### config.mk
export PLATFORM = sky130hd
export DESIGN_NAME = multi_background_color_key_matte
export DESIGN_NICKNAME = d
export VERILOG_FILES = /design/src/rtl/mbck_pkg.sv /design/src/rtl/multi_background_color_key_matte.sv /design/src/rtl/mbck_div.sv
export SDC_FILE = /design/constraint.sdc
export NUM_CORES = 2
export LEC_CHECK = 0
export ABC_AREA = 1
export BUFFER_PORTS_ARGS = -buffer_cell sky130_fd_sc_hd__buf_2
export CORE_ASPECT_RATIO = 0.6
export CORE_MARGIN = 8
export CORE_UTILIZATION = 30
export DETAILED_ROUTE_END_ITERATION = 16
export PLACE_DENSITY_LB_ADDON = 0.2
export SLEW_MARGIN = 10
export SYNTH_ARGS = -nofsm -noshare
export SYNTH_HDL_FRONTEND = slang
export SYNTH_SLANG_ARGS = --single-unit
### constraint.sdc
create_clock -name clk -period 19.6 [get_ports clk]
set_clock_uncertainty 0.15 [all_clocks]
set_input_delay 0.98 -clock clk [delete_from_list [all_inputs] [get_ports clk]]
set_output_delay 0.98 -clock clk [all_outputs]
set_load 0.03 [all_outputs]
### src/rtl/mbck_pkg.sv
// Shared types and constants of the multi-background color key matte.
// No dependencies; used by every module of the block.
`default_nettype none

package mbck_pkg;

    localparam int PIX_W          = 8;
    localparam int NUM_W          = 2 * PIX_W;
    localparam int QUO_IDX_W      = $clog2(PIX_W);
    localparam int N_CH           = 3;
    localparam int DIV_STAGES     = 4;
    localparam int BITS_PER_STAGE = PIX_W / DIV_STAGES;
    localparam int NUM_STAGES     = 2 + DIV_STAGES;
    localparam int CFG_IDX_W      = 2;

    // Color lanes of the divider.
    localparam int LANE_BLUE  = 0;
    localparam int LANE_GREEN = 1;
    localparam int LANE_RED   = 2;

    // Configuration register indexes.
    localparam logic [CFG_IDX_W-1:0] CFG_KEY_BLUE  = 2'd0;
    localparam logic [CFG_IDX_W-1:0] CFG_KEY_GREEN = 2'd1;
    localparam logic [CFG_IDX_W-1:0] CFG_KEY_RED   = 2'd2;

    localparam logic [PIX_W-1:0] KEY_BLUE_RST  = 8'd8;
    localparam logic [PIX_W-1:0] KEY_GREEN_RST = 8'd255;
    localparam logic [PIX_W-1:0] KEY_RED_RST   = 8'd19;
    localparam logic [PIX_W-1:0] PIX_MAX       = 8'd255;

    typedef struct packed {
        logic [PIX_W-1:0] ref1_green;
        logic [PIX_W-1:0] ref2_green;
        logic [PIX_W-1:0] ref3_green;
        logic [PIX_W-1:0] key1_green;
        logic [PIX_W-1:0] key2_green;
        logic [PIX_W-1:0] key3_green;
        logic [PIX_W-1:0] key1_blue;
        logic [PIX_W-1:0] key1_red;
    } pix_t;

    typedef struct packed {
        logic [PIX_W-1:0] out_blue;
        logic [PIX_W-1:0] out_green;
        logic [PIX_W-1:0] out_red;
        logic [PIX_W-1:0] out_alpha;
    } res_t;

    typedef struct packed {
        logic [NUM_W-1:0] rem;
        logic [PIX_W-1:0] quo;
        logic             sat;
    } div_lane_t;

    typedef struct packed {
        div_lane_t [N_CH-1:0] lane;
        logic [PIX_W-1:0]     alpha;
        logic                 zero;
    } div_word_t;

    typedef struct packed {
        logic [DIV_STAGES-1:0] load;
    } div_ctrl_t;

endpackage

`default_nettype wire

### src/rtl/multi_background_color_key_matte.sv
// Top level of the multi-background color key matte: alpha and numerator
// stages, handshake control and key registers. Depends on mbck_pkg, mbck_div.
//
// Usage: pixels enter on pix_valid / pix_stall / pix_data, one transfer per
// cycle when pix_valid is high and pix_stall is low. Results leave on
// res_valid / res_stall / res_data in the same order, one per pixel.
// The pipeline has six register stages: alpha from the green extremes, the
// three color numerators (one 8x8 multiply each), then four divider stages
// of two quotient bits each; the last divider stage is the output register.
// Throughput is one pixel per clock while the receiver does not stall.
// When the receiver stalls, results hold and empty stages behind them keep
// filling; pix_stall rises only once every stage holds a pixel.
// Key colors are written on cfg_valid / cfg_index / cfg_data; cfg_ready is
// always high and an index beyond the three keys is ignored. Keys should
// be written while no pixel is in flight.
// Reset empties the pipeline and loads the default key colors.
`default_nettype none

module multi_background_color_key_matte (
    input  wire logic                         clk,
    input  wire logic                         rst_n,
    input  wire logic                         pix_valid,
    output logic                              pix_stall,
    input  wire mbck_pkg::pix_t               pix_data,
    output logic                              res_valid,
    input  wire logic                         res_stall,
    output mbck_pkg::res_t                    res_data,
    input  wire logic                         cfg_valid,
    output logic                              cfg_ready,
    input  wire logic [mbck_pkg::CFG_IDX_W-1:0] cfg_index,
    input  wire logic [mbck_pkg::PIX_W-1:0]   cfg_data
);
    import mbck_pkg::*;

    logic [PIX_W-1:0]      key_blue_reg, key_green_reg, key_red_reg;
    logic [NUM_STAGES-1:0] valid_reg;
    logic [NUM_STAGES-1:0] rdy;

    logic [PIX_W-1:0] rmax, kmin, alpha_next;
    logic [PIX_W-1:0] s1_alpha_reg, s1_blue_reg, s1_green_reg, s1_red_reg;

    div_word_t s2_word_next, s2_word_reg;
    div_ctrl_t div_ctrl;

    assign cfg_ready = 1'b1;

    always_ff @(posedge clk or negedge rst_n)
    begin
        if (!rst_n)
        begin
            key_blue_reg  <= KEY_BLUE_RST;
            key_green_reg <= KEY_GREEN_RST;
            key_red_reg   <= KEY_RED_RST;
        end
        else if (cfg_valid && cfg_ready)
        begin
            case (cfg_index)
                CFG_KEY_BLUE:  key_blue_reg  <= cfg_data;
                CFG_KEY_GREEN: key_green_reg <= cfg_data;
                CFG_KEY_RED:   key_red_reg   <= cfg_data;
                default:       ;
            endcase
        end
    end

    // A stage may load when it is empty or its content moves on this cycle.
    always_comb
    begin
        rdy[NUM_STAGES-1] = !valid_reg[NUM_STAGES-1] || !res_stall;
        for (int i = NUM_STAGES - 2; i >= 0; i--)
        begin
            rdy[i] = !valid_reg[i] || rdy[i+1];
        end
    end

    assign pix_stall     = !rdy[0];
    assign res_valid     = valid_reg[NUM_STAGES-1];
    assign div_ctrl.load = rdy[NUM_STAGES-1:2];

    always_ff @(posedge clk or negedge rst_n)
    begin
        if (!rst_n)
        begin
            valid_reg <= '0;
        end
        else
        begin
            if (rdy[0])
            begin
                valid_reg[0] <= pix_valid;
            end
            for (int i = 1; i < NUM_STAGES; i++)
            begin
                if (rdy[i])
                begin
                    valid_reg[i] <= valid_reg[i-1];
                end
            end
        end
    end

    // Stage 1: alpha = clamp(255 - min(keyed) + max(reference), 0, 255).
    // The sum can never go below zero, and when max < min it stays below 255.
    always_comb
    begin
        rmax = pix_data.ref1_green;
        if (pix_data.ref2_green > rmax)
            rmax = pix_data.ref2_green;
        if (pix_data.ref3_green > rmax)
            rmax = pix_data.ref3_green;
        kmin = pix_data.key1_green;
        if (pix_data.key2_green < kmin)
            kmin = pix_data.key2_green;
        if (pix_data.key3_green < kmin)
            kmin = pix_data.key3_green;
        if (rmax >= kmin)
            alpha_next = PIX_MAX;
        else
            alpha_next = ~kmin + rmax;
    end

    always_ff @(posedge clk)
    begin
        if (rdy[0])
        begin
            s1_alpha_reg <= alpha_next;
            s1_blue_reg  <= pix_data.key1_blue;
            s1_green_reg <= pix_data.key1_green;
            s1_red_reg   <= pix_data.key1_red;
        end
    end

    // Stage 2: numerator 255*c - K*(255 - A), with negative values clipped
    // to zero so the divider only sees unsigned dividends.
    function automatic logic [NUM_W-1:0] numer(logic [PIX_W-1:0] c,
                                               logic [PIX_W-1:0] k,
                                               logic [PIX_W-1:0] a);
        logic [NUM_W-1:0] pos;
        logic [NUM_W-1:0] neg;
        pos = {c, {PIX_W{1'b0}}} - NUM_W'(c);
        neg = NUM_W'(k) * NUM_W'(PIX_MAX - a);
        return (pos > neg) ? (pos - neg) : '0;
    endfunction

    always_comb
    begin
        s2_word_next.alpha = s1_alpha_reg;
        s2_word_next.zero  = (s1_alpha_reg == '0);
        s2_word_next.lane  = '0;
        s2_word_next.lane[LANE_BLUE].rem  = numer(s1_blue_reg, key_blue_reg, s1_alpha_reg);
        s2_word_next.lane[LANE_GREEN].rem = numer(s1_green_reg, key_green_reg, s1_alpha_reg);
        s2_word_next.lane[LANE_RED].rem   = numer(s1_red_reg, key_red_reg, s1_alpha_reg);
    end

    always_ff @(posedge clk)
    begin
        if (rdy[1])
        begin
            s2_word_reg <= s2_word_next;
        end
    end

    mbck_div u_div (
        .clk     (clk),
        .ctrl    (div_ctrl),
        .word_in (s2_word_reg),
        .res     (res_data)
    );

endmodule

`default_nettype wire

### src/rtl/mbck_div.sv
// Pipelined restoring divider for the three color lanes, with saturation and
// zero-alpha forcing on the last stage. Depends on mbck_pkg.
`default_nettype none

module mbck_div (
    input  wire logic              clk,
    input  wire mbck_pkg::div_ctrl_t ctrl,
    input  wire mbck_pkg::div_word_t word_in,
    output mbck_pkg::res_t         res
);
    import mbck_pkg::*;

    div_word_t [DIV_STAGES-1:0] stg_reg;
    div_word_t [DIV_STAGES-1:0] stg_in;
    div_word_t [DIV_STAGES-1:0] stg_next;

    // A quotient that would exceed eight bits saturates; the remaining
    // steps then leave that lane alone.
    function automatic div_word_t sat_check(div_word_t w);
        div_word_t r;
        r = w;
        for (int l = 0; l < N_CH; l++)
        begin
            r.lane[l].sat = (w.lane[l].rem >= {w.alpha, {PIX_W{1'b0}}});
        end
        return r;
    endfunction

    function automatic div_word_t div_step(div_word_t w, int unsigned hi);
        div_word_t            r;
        logic [QUO_IDX_W-1:0] b;
        logic [NUM_W-1:0]     sh;
        r = w;
        for (int l = 0; l < N_CH; l++)
        begin
            for (int j = 0; j < BITS_PER_STAGE; j++)
            begin
                b  = QUO_IDX_W'(hi - j);
                sh = NUM_W'(w.alpha) << b;
                if (!r.lane[l].sat && (r.lane[l].rem >= sh))
                begin
                    r.lane[l].rem    = r.lane[l].rem - sh;
                    r.lane[l].quo[b] = 1'b1;
                end
            end
        end
        return r;
    endfunction

    always_comb
    begin
        stg_in[0] = sat_check(word_in);
        for (int s = 1; s < DIV_STAGES; s++)
        begin
            stg_in[s] = stg_reg[s-1];
        end
        for (int s = 0; s < DIV_STAGES; s++)
        begin
            stg_next[s] = div_step(stg_in[s], (PIX_W - 1) - s * BITS_PER_STAGE);
        end
    end

    always_ff @(posedge clk)
    begin
        for (int s = 0; s < DIV_STAGES; s++)
        begin
            if (ctrl.load[s])
            begin
                stg_reg[s] <= stg_next[s];
            end
        end
    end

    function automatic logic [PIX_W-1:0] lane_out(div_lane_t l, logic zero);
        logic [PIX_W-1:0] v;
        if (zero)
            v = '0;
        else if (l.sat)
            v = PIX_MAX;
        else
            v = l.quo;
        return v;
    endfunction

    always_comb
    begin
        res.out_blue  = lane_out(stg_reg[DIV_STAGES-1].lane[LANE_BLUE],
                                 stg_reg[DIV_STAGES-1].zero);
        res.out_green = lane_out(stg_reg[DIV_STAGES-1].lane[LANE_GREEN],
                                 stg_reg[DIV_STAGES-1].zero);
        res.out_red   = lane_out(stg_reg[DIV_STAGES-1].lane[LANE_RED],
                                 stg_reg[DIV_STAGES-1].zero);
        res.out_alpha = stg_reg[DIV_STAGES-1].alpha;
    end

endmodule

`default_nettype wire

==> impl_metrics.tcl <==
set metrics [dict create \
    synth_area_leaders "edfxtp_1 29%, ha_1 15%, nand2_1 12%" \
    seqCellArea_um2 11000 \
    synth-edff-count 341 \
    r2r-end "s2_word_reg[70]" \
    maxCapViolCount 0 \
    setup.worst_path.start "s1_alpha_reg[4]" \
    viasPerCell 4.70 \
    cp_data_arrival_time_ns 7.16 \
    async_flop_share_pct 8.09 \
    path_max_fanout 24 \
    portBuffers 112 \
    synth_top_area_share_pct 28.6 \
    first_pass_iters 5 \
    remaining_drc_errors 0 \
    start_util_pct 30.2 \
    die_w_um 462 \
    drive_gt1_share_pct 6.75 \
    hold_viol_final 0 \
    cts_buffer_depth 3 \
    hp-start "u_div.stg_in[150]" \
    fin_crit_sh_pct 35.2 \
    fin_hold_ws_ns 0.267 \
    postSynthCellCount 4590 \
    grt_pass1_wl_mm 160 \
    cts-root-buf "clkbuf_16" \
    yosys_most_used_dff "edfxtp_1" \
    post-synth-top-area-cell "edfxtp_1" \
    area_growth_syn_to_layout_pct 11.0 \
    slew_violations 0 \
    diodes 0 \
    critPathCapture "s2_word_reg[70]" \
    critical_path.endpoint_type "flop" \
    reg2reg_from "s1_alpha_reg[4]" \
    yosysSeqAreaShare_pct 30.7 \
    hold_path_class "reg2reg" \
    postCtsHoldBufs 0 \
    htreeDepth 2 \
    grt_usage_pct 15.0 \
    cts_setup_buffers 0 \
    fin_util_pct 33.5 \
    ys_seq_elements 371 \
    start_kind "flop" \
    cts_buffers 46 \
    drt_iter0_markers 2224 \
    grt_max_degree 68 \
    avgSynthCellArea_um2 7.81 \
    largest_reg_flops 216 \
    synth_cell_types 60 \
    nets 5333 \
    syn-num-nets 5221 \
    dieArea_um2 131000 \
    slew_headroom_pct 30.7 \
    cts_tree "built" \
    finalSetupTns_ns 0 \
    rows 98 \
    post_cts_resized 0 \
    critPathKind "reg2reg" \
    rrSetupSlack_ns 12.71 \
    grt_remaining_overflow 0 \
    ant_nets 0 \
    synthTopCellsByCount "1112 x nand2_1, 684 x inv_1, 533 x nor2_1" \
    wirelength_mm 99.5 \
    post-synth-top-count-cell "nand2_1" \
    clock_sinks 371 \
    hpwl_mm 81.3 \
    clk_pin_slew_ns 0.06 \
    fin_crit_ns 6.89 \
    multi_input_area_um2 21900 \
    insertion_delay_ns 0.61 \
    fillers 12560 \
    synth_area_um2 35800 \
    setup-violations-final 0 \
    rsz0062_at_grt "no" \
    crit_required_ns 19.87 \
    core-area_um2 119000 \
    design.portCount 114 \
    r2r_cells 27 \
    tightest_slew_ns 1.04 \
    status "complete, no violations" \
    yosys_warnings 0 \
    antenna_found_initial 2 \
    gp_congestion 0.866 \
    vias 29775 \
    fp.dieH_um 284 \
    wl_per_cell_um 15.7 \
    clock.fmax_mhz 145 \
    grt_pass1_vias 28622 \
]
[layout by cell type (no fill, tap or decap), types with 18 or more instances in the layout]
cell type / count
ha_1: 418
edfxtp_1: 341
o21ai_1: 48
or2_2: 24
nand4_1: 50
nor3_1: 35
xor2_1: 133
fa_1: 134
nor2_1: 533
o21ai_0: 247
buf_2: 112
a21oi_1: 258
inv_1: 680
clkbuf_16: 48
nand2_1: 1111
nand3_1: 162
buf_4: 22
xnor2_1: 80
a31oi_1: 20
dfrtp_1: 18
[stage by stage]
step                      std cells  worst slack, ns  cell area (µm²)
final                          6340            12.71            39800
after global routing           6340            12.12            39800
after CTS                      6340            12.73            39800
after detailed placement       6254            12.75            38200
after global placement         6254            12.84            38200
after floorplan                4590            10.02            35800
[worst max-delay path: stages, from the launching register on]
cell and delay, ns:
edfxtp_1 1.00, inv_1 0.25, nand2_1 0.15, fa_1 0.48, fa_1 0.55, inv_1 0.05, fa_1 0.47, inv_1 0.05
fa_1 0.47, inv_1 0.04, ha_1 0.31, inv_1 0.09, nor3_1 0.20, nand2_1 0.08, o211ai_1 0.14, nand2_1 0.09
a31oi_1 0.23, a21oi_1 0.11, nor2_1 0.10, nor2_1 0.05, xor2_1 0.14, ha_1 0.27, inv_1 0.06, nor3_1 0.25
nand2_1 0.11, a21boi_2 0.27, clkinv_1 0.31, nor3b_1 0.25
[metal layers]
| metal | GRT usage, % | up-vias | wire, µm |
|---|---|---|---|
| met4 | 2.51 | 0 | 1520 |
| met1 | 25.0 | 13803 | 56300 |
| li1 | - | 15271 | - |
| met5 | 0 | - | 0 |
| met3 | 2.34 | 79 | 5750 |
| met2 | 19.8 | 622 | 35900 |
[how the worst min path moves through the flow]
| stage | to | slack [ns] | depth (start not counted) |
|---|---|---|---|
| floorplan | u_div.stg_in[168] | 0.25 | 0 |
| global placement | u_div.stg_reg[317] | 0.25 | 0 |
| detailed placement | u_div.stg_in[293] | 0.25 | 0 |
| CTS | u_div.stg_in[234] | 0.27 | 0 |
| global route | u_div.stg_in[316] | 0.28 | 0 |
| finish | u_div.stg_in[234] | 0.27 | 0 |
[area by class of cell]
type / count / share of cell area, %
multi-input combinational: 3454 / 55.0
clock inverter: 28 / 0.827
tap: 1600 / 5.03
clock buffer: 58 / 3.11
timing repair buffer: 134 / 1.82
inverter: 695 / 6.57
sequential: 371 / 27.7
[logic make-up after synthesis]
group	after synthesis	share of synthesized area, %
AND/OR/NAND/NOR	2010	23.3
buffers and inverters	765	8.35
AO/OA/AOI/OAI	678	10.4
adder cells (fa/ha/maj)	552	22.1
flip-flops	371	30.7
XOR/XNOR	213	5.20
other	1	0.0105
Power is not shown: default switching activity piles up to over one toggle a cycle in this logic, so the estimate is an artifact.
